$ cat src/hw/rtl/psd_pkg.sv
// shared types and constants of the process snapshot diff block
`timescale 1ns / 1ps
package psd_pkg;

    localparam int TABLE_DEPTH = 64;
    localparam int IDX_W = $clog2(TABLE_DEPTH);
    localparam int CNT_W = $clog2(TABLE_DEPTH + 1);

    localparam logic [1:0] KIND_SPAWNED = 2'd0;
    localparam logic [1:0] KIND_TERMINATED = 2'd1;
    localparam logic [1:0] KIND_DROPPED = 2'd2;

    localparam logic OP_RECORD = 1'b0;
    localparam logic OP_CLOSE = 1'b1;

    typedef struct packed {
        logic [31:0] ident;
        logic [63:0] start;
    } ent_t;

    localparam int ENT_W = $bits(ent_t);

    typedef struct packed {
        logic        is_close;
        logic [31:0] pid;
        logic [31:0] parent;
        logic [63:0] start;
    } cmd_t;

    // head of the command queue as seen by the back end
    typedef struct packed {
        logic valid;
        cmd_t cmd;
    } fq_t;

endpackage

$ cat src/hw/rtl/psd_front.sv
// front end: accepts words, classifies them and queues commands
`timescale 1ns / 1ps
module psd_front (
    input  logic           clk,
    input  logic           rst_n,
    input  logic           in_valid,
    output logic           in_stall,
    input  logic           op,
    input  logic [31:0]    pid,
    input  logic [31:0]    parent_pid,
    input  logic [63:0]    start_ms,
    output psd_pkg::fq_t   head,
    input  logic           pop
);

    psd_pkg::cmd_t q_reg [2];
    logic          wr_ptr_reg, wr_ptr_next;
    logic          rd_ptr_reg, rd_ptr_next;
    logic [1:0]    cnt_reg, cnt_next;
    logic          push;
    psd_pkg::cmd_t cmd_in;

    assign in_stall = (cnt_reg == 2'd2);
    assign push = in_valid && !in_stall;

    always_comb
    begin
        cmd_in.is_close = (op == psd_pkg::OP_CLOSE);
        cmd_in.pid = pid;
        cmd_in.parent = parent_pid;
        cmd_in.start = start_ms;
    end

    always_comb
    begin
        wr_ptr_next = wr_ptr_reg ^ push;
        rd_ptr_next = rd_ptr_reg ^ pop;
        cnt_next = cnt_reg + {1'b0, push} - {1'b0, pop};
    end

    always_ff @(posedge clk)
    begin
        if (push)
        begin
            q_reg[wr_ptr_reg] <= cmd_in;
        end
    end

    always_ff @(posedge clk or negedge rst_n)
    begin
        if (!rst_n)
        begin
            wr_ptr_reg <= 1'b0;
            rd_ptr_reg <= 1'b0;
            cnt_reg <= 2'd0;
        end
        else
        begin
            wr_ptr_reg <= wr_ptr_next;
            rd_ptr_reg <= rd_ptr_next;
            cnt_reg <= cnt_next;
        end
    end

    assign head.valid = (cnt_reg != 2'd0);
    assign head.cmd = q_reg[rd_ptr_reg];

endmodule

$ cat config.mk
export PLATFORM = sky130hd
export DESIGN_NAME = psd_front
export DESIGN_NICKNAME = d
export VERILOG_FILES = /design/src/hw/rtl/psd_pkg.sv /design/src/hw/rtl/psd_front.sv
export SDC_FILE = /design/constraint.sdc
export NUM_CORES = 1
export LEC_CHECK = 0
export ABC_AREA = 1
export BUFFER_PORTS_ARGS = -buffer_cell sky130_fd_sc_hd__buf_4
export CAP_MARGIN = 20
export CORE_UTILIZATION = 57
export DETAILED_ROUTE_END_ITERATION = 6
export GPL_TIMING_DRIVEN = 0
export PLACE_DENSITY_LB_ADDON = 0.2
export RECOVER_POWER = 50
export SYNTH_ARGS = -nofsm -noshare
export SYNTH_HDL_FRONTEND = slang
export SYNTH_SLANG_ARGS = --single-unit
export TNS_END_PERCENT = 20
$ cat constraint.sdc
create_clock -name clk -period 8.15 [get_ports clk]
set_input_delay 0.4075 -clock clk [delete_from_list [all_inputs] [get_ports clk]]
set_output_delay 0.4075 -clock clk [all_outputs]
set_load 0.02 [all_outputs]
==> metrics.txt, run 1 <==
Mapped Cells between 600 and 700; largest net degree at the start of global routing 58; Slew headroom -18.07%; Placed Area 12,620 µm²; Final Skew approximately 0.0066 ns; Syn-to-layout area delta 30.11%; post-DR vias/cell just under 5; RSZ-0062 raised after global routing no; htree depth 1; MaxCap Viol Count 1; drt total wl approximately 20 mm; leading post-synthesis cells by cell area edfxtp_1 (76%), o21ai_2 (7.7%), inv_1 (5.0%); Overflow after GRT 0; clk_lat worst skew around 0.51 ns; drt wl/cell 16.17 µm; CTS max path bufs 3; Synth top area share 75.72%; Final Cell Area 13,310 µm²; Initial Utilization a little under 60%; Total Die Area about 18,000 µm²; failing checks capacitance limit, slew limit; setup TNS 0 ns; Final HPWL DP 13.42 mm; status complete, but fails checks; setup ws final roughly 5.4 ns; All-Layer GR Usage 21.47%; setup violators final 0; Reg2Reg Launch Point cnt_reg[1]$_DFF_PN0_; ANT cells 0; GPL Wtd Cong 0.7698; Startpoint Class flip-flop; Max IR drop VDD between 0.0002 and 0.0003 V; Clock transition at path regs 0.06 ns; vias in the first global route roughly 6,000; Cells after DPL around 1,200; Net Count, Synth between 800 and 900; worst hold path class input pin to flip-flop; Total Power roughly 0.0052 W; PortBufs about 260; f_max 360.1 MHz; register bit count reported by yosys 262; I/O pin count ~260; max reg flops about 260; CTS-repair resized insts 0; min cycle time layout 2.777 ns; Crit Path Max Fanout 57; required time of the worst setup path ~8.3 ns; area of the core about 17,000 µm²; Die X 136.0 µm; worst-margin pin slew 1.771 ns; fin. max-slew vios 34; post-synthesis area per instance between 10 and 15 µm²; CTS buffer count 26; DRC viols 0; share of cells above drive strength 1 39.94%; CTS Root Cell clkbuf_16; layout net count 1,132; Die H roughly 140 µm; CTS tree built; Layout Cells excl Fill between 1,000 and 1,500; Mapped Area between 10,000 and 15,000 µm²; CP Launch Point cnt_reg[1]$_DFF_PN0_; initial antenna violation count 0; sequential fraction of the synthesis area between 70% and 80%; Leak around 5.6 nW; worst setup path category flip-flop to flip-flop; first-pass GRT wire length 30.16 mm; Critical Path AT about 3.0 ns; dpl ws roughly 6 ns; Synth cell types 19; power density over the cells 388.9 nW/µm²; crit share post-route roughly a third; Synth area leader edfxtp_1; YS warnings 0; worst hold start pop; crit path capture type flip-flop; Rows 48; vias slightly above 6,000; 1st-iter DRT viols around 380; antenna-violating nets left 0; first drt pass iteration count 4; TritonCTS Sinks around 260; Final Hold Fails 0
[routing by layer]
layer | track usage [%] | share of wire [%] | vias to the layer above
met3 | 6.301 | 8.5 | 37
met2 | 37.67 | 51 | 190
met4 | 6.667 | 2.2 | 0
met1 | 25.43 | 38 | 2852
met5 | 0 | 0 | -
li1 | - | - | 2992
[layout make-up]
type                       instances  area (µm²)
timing repair buffer             268        1993
tap                              225       281.5
fill                            1093        4104
buffer                            29       276.5
clock buffer                      30       686.9
multi-input combinational        272        1590
clock inverter                    17       126.4
inverter                         136       510.5
sequential                       262        7848
[repair_timing]
action                    CTS  global route
buffers inserted            0             0
hold endpoints to repair    4             0
hold buffers                1             0
[final timing paths]
path,end,slack (ns),depth (start not counted)
worst max-delay path,q_reg[1][32]$_DFFE_PP_,5.37,5
worst min-delay path,rd_ptr_reg$_DFF_PN0_,0.08,2
worst max register to register,q_reg[1][32]$_DFFE_PP_,5.37,5
worst min register to register,cnt_reg[0]$_DFF_PN0_,0.54,1
max in group asynchronous,cnt_reg[1]$_DFF_PN0_,7.68,2
min in group asynchronous,rd_ptr_reg$_DFF_PN0_,0.27,2
[worst max-delay path: stages, from the launching register on]
cell	delay, ns
dfrtp_1	0.39
inv_1	0.09
o21ai_0	0.11
inv_1	0.10
ha_1	1.35
buf_16	0.37
[cells by family (layout without fill, tap and decap cells)]
logic type | after synthesis | count (layout) | share of synthesized area, %
simple gates | 137 | 137 | 5.307
compound gates | 130 | 130 | 9.660
buf+inv | 165 | 480 | 7.765
fa+ha+maj | 4 | 4 | 0.4891
flops | 262 | 262 | 76.69
xor+xnor | 1 | 1 | 0.08561
[cells in the mapped netlist, drive strengths merged]
library cell / count
xor2: 1
dfrtp: 4
ha: 4
inv: 136
edfxtp: 258
nor2: 1
o21ai: 130
nand2: 134
nand3: 1
buf: 26
clkbuf: 3
or2: 1
[where the power goes]
| part | internal [W] | total (W) | switching [W] |
|---|---|---|---|
| registers | 0.00184 | 0.00191 | 0.0000663 |
| clock network | 0.000662 | 0.00113 | 0.000464 |
| logic | 0.000818 | 0.00214 | 0.00133 |
| total | 0.00332 | 0.00518 | 0.00186 |
[per-stage QoR]
step                      util (%)  hold WS (ns)
after global placement       71.70        0.2074
final                        76.44       0.07953
after floorplan                  -        0.1119
after CTS                    77.16       0.05045
after global routing         76.44       0.06603
after detailed placement     72.44        0.2093
[placed cells by master (no fill, tap or decap), types with 3 or more instances in the layout]
master | synthesis | routed
nand2_2 | 10 | 10
clkbuf_1 | 3 | 32
o21ai_1 | 9 | 9
buf_4 | 7 | 138
edfxtp_1 | 258 | 258
ha_1 | 4 | 4
buf_6 | 16 | 15
clkinv_1 | 0 | 7
o21ai_0 | 31 | 31
nand2_1 | 124 | 124
inv_1 | 136 | 136
o21ai_2 | 90 | 90
clkinv_2 | 0 | 8
clkbuf_16 | 0 | 27
clkbuf_4 | 0 | 107
buf_16 | 0 | 3
dfrtp_1 | 4 | 4
(Power assumes the default switching activity.)
==> run 2: changes to the inputs <==
--- a/config.mk
+++ b/config.mk
@@ -8,7 +8,7 @@
 export ABC_AREA = 1
 export BUFFER_PORTS_ARGS = -buffer_cell sky130_fd_sc_hd__buf_4
 export CAP_MARGIN = 20
-export CORE_UTILIZATION = 57
+export CORE_UTILIZATION = 48
 export DETAILED_ROUTE_END_ITERATION = 6
 export GPL_TIMING_DRIVEN = 0
 export PLACE_DENSITY_LB_ADDON = 0.2
==> constraint.sdc (replaced) <==
create_clock -name clk -period 2.3 [get_ports clk]
set_input_delay 0.115 -clock clk [delete_from_list [all_inputs] [get_ports clk]]
set_output_delay 0.115 -clock clk [all_outputs]
set_load 0.02 [all_outputs]
==> metrics.txt, run 2 (synthesized netlist as in run 1, its figures left out) <==
Overflow after GRT 0; worst-margin pin slew between 0.5 and 0.6 ns; worst hold path class input pin to flip-flop; met2 routed wirelength 11.28 mm; Die X ~150 µm; first drt pass iteration count 4; Leak about 6.2 nW; setup violators final 0; Final Skew slightly above 0.007 ns; largest net degree at the start of global routing 59; routed wl met3 about 1.5 mm; post-CTS setup buffers 0; Highest Signal Layer met4; All-Layer GR Usage between 20% and 30%; Max IR drop VDD around 0.0009 V; CTS max path bufs 3; Placed Area between 10,000 and 15,000 µm²; worst hold start in_valid; commonest non-fill, non-tap cell in the layout edfxtp_1; PortBufs roughly 260; Reg2Reg Launch Point cnt_reg[1]$_DFF_PN0_; ANT cells 0; min cycle time layout 2.077 ns; GPL Wtd Cong 0.7341; combinational cell fraction of total power about two fifths; Final Cell Area 14,900 µm²; post-DR vias/cell ~4.6; Crit Path Max Fanout 10; CTS-repair resized insts 0; Rows 53; Initial Utilization about half; htree depth 1; CTS buffer count 28; crit share post-route between 90% and 100%; status finished clean; Startpoint Class flip-flop; Die H approximately 150 µm; setup TNS 0 ns; area of the core between 20,000 and 25,000 µm²; crit path capture type output port; max reg flops 258; Internal Power about 0.012 W; drt wl/cell about 15 µm; antenna-violating nets left 0; sw frac a little over a third; 1st-iter DRT viols 203; drt total wl about 22 mm; power density over the cells roughly 1300 nW/µm²; Clock transition at path regs around 0.06 ns; worst setup path category flip-flop to output port; Critical Path AT approximately 2 ns; sequential share of power around a third; CTS tree built; initial antenna violation count 0; DRC viols 0; MaxCap Viol Count 0; first-pass GRT wire length about 34 mm; fin. max-slew vios 0; Total Die Area 21,910 µm²; Final Hold Fails 0; layout net count 1,265; Final HPWL DP 13.27 mm; share of cells above drive strength 1 a little under two fifths; required time of the worst setup path approximately 2.2 ns; Slew headroom 60.48%; vias ~6,600; clk_lat worst skew 0.53 ns; Fill cells roughly 1,400; I/O pin count about 260; Syn-to-layout area delta 45.60%; most frequent cells in the layout edfxtp_1 (258), buf_4 (138), inv_1 (136), dlygate4sd3_1 (132), nand2_1 (124); RSZ-0062 raised after global routing no; CTS Root Cell clkbuf_16; f_max 481.6 MHz; vias in the first global route about 6,800; P_sw between 0.006 and 0.007 W; WL met1 8.503 mm; TritonCTS Sinks between 200 and 300; Clock Power Share around a quarter; CP Launch Point rd_ptr_reg$_DFF_PN0_
-- run 2: per-stage QoR --
| step | util, % | hold slack (ns) | instances | worst slack [ns] | power, W |
|---|---|---|---|---|---|
| floorplan | - | -0.1806 | 699 | -0.4522 | 0.01148 |
| global placement | 59.92 | -0.08386 | 1237 | -1.476 | 0.01449 |
| detailed placement | 60.54 | -0.08170 | 1241 | 0.3056 | 0.01465 |
| CTS | 71.39 | 0.1300 | 1423 | 0.2887 | 0.01943 |
| global route | 71.10 | 0.1850 | 1423 | 0.08129 | 0.02014 |
| finish | 71.10 | 0.1497 | 1423 | 0.2234 | 0.01917 |
-- run 2: repair_timing --
action                                  in CTS  in global routing
endpoints found under the setup margin       0                  0
hold buffers                               132                  0
endpoints found under the hold margin      263                  0
-- run 2: power by group through the flow --
stage / clock (W) / combinational (W) / sequential, W
2_1_floorplan: 0 / 0.00461 / 0.00687
5_1_grt: 0.00485 / 0.00844 / 0.00684
4_1_cts: 0.00466 / 0.00802 / 0.00675
3_3_place_gp: 0 / 0.00754 / 0.00694
3_5_place_dp: 0 / 0.00780 / 0.00685
6_report: 0.00458 / 0.00783 / 0.00676
-- run 2: layout make-up --
cell class	instances	area, µm²	area share (%)
Tap cell	275	344.1	2.310
Inverter	136	510.5	3.427
Clock buffer	33	740.7	4.972
Timing Repair Buffer	399	3361	22.56
Sequential cell	262	7848	52.68
Multi-Input combinational cell	272	1615	10.84
Buffer	29	266.5	1.789
Clock inverter	17	212.7	1.428
-- run 2: per-layer routing --
layer	GRT usage [%]	vias up
li1	-	3234
met1	23.31	3120
met2	36.31	205
met3	5.278	44
met4	5.928	0
met5	0	-
-- run 2: path summary, 6_finish.rpt --
check,endpoint,cells after the start,slack [ns]
min in group asynchronous,cnt_reg[0]$_DFF_PN0_,3,0.52
max in group asynchronous,rd_ptr_reg$_DFF_PN0_,3,1.60
worst min-delay path,wr_ptr_reg$_DFF_PN0_,5,0.15
worst max register to register,q_reg[1][68]$_DFFE_PP_,5,0.32
worst max-delay path,head[122],6,0.22
worst min register to register,cnt_reg[0]$_DFF_PN0_,1,0.55
-- run 2: critical path: stages (launching register included) --
cell      delay, ns
dfrtp_1        0.33
buf_6          0.13
clkbuf_1       0.47
buf_6          0.22
nand2_1        0.07
o21ai_2        0.05
buf_4          0.15
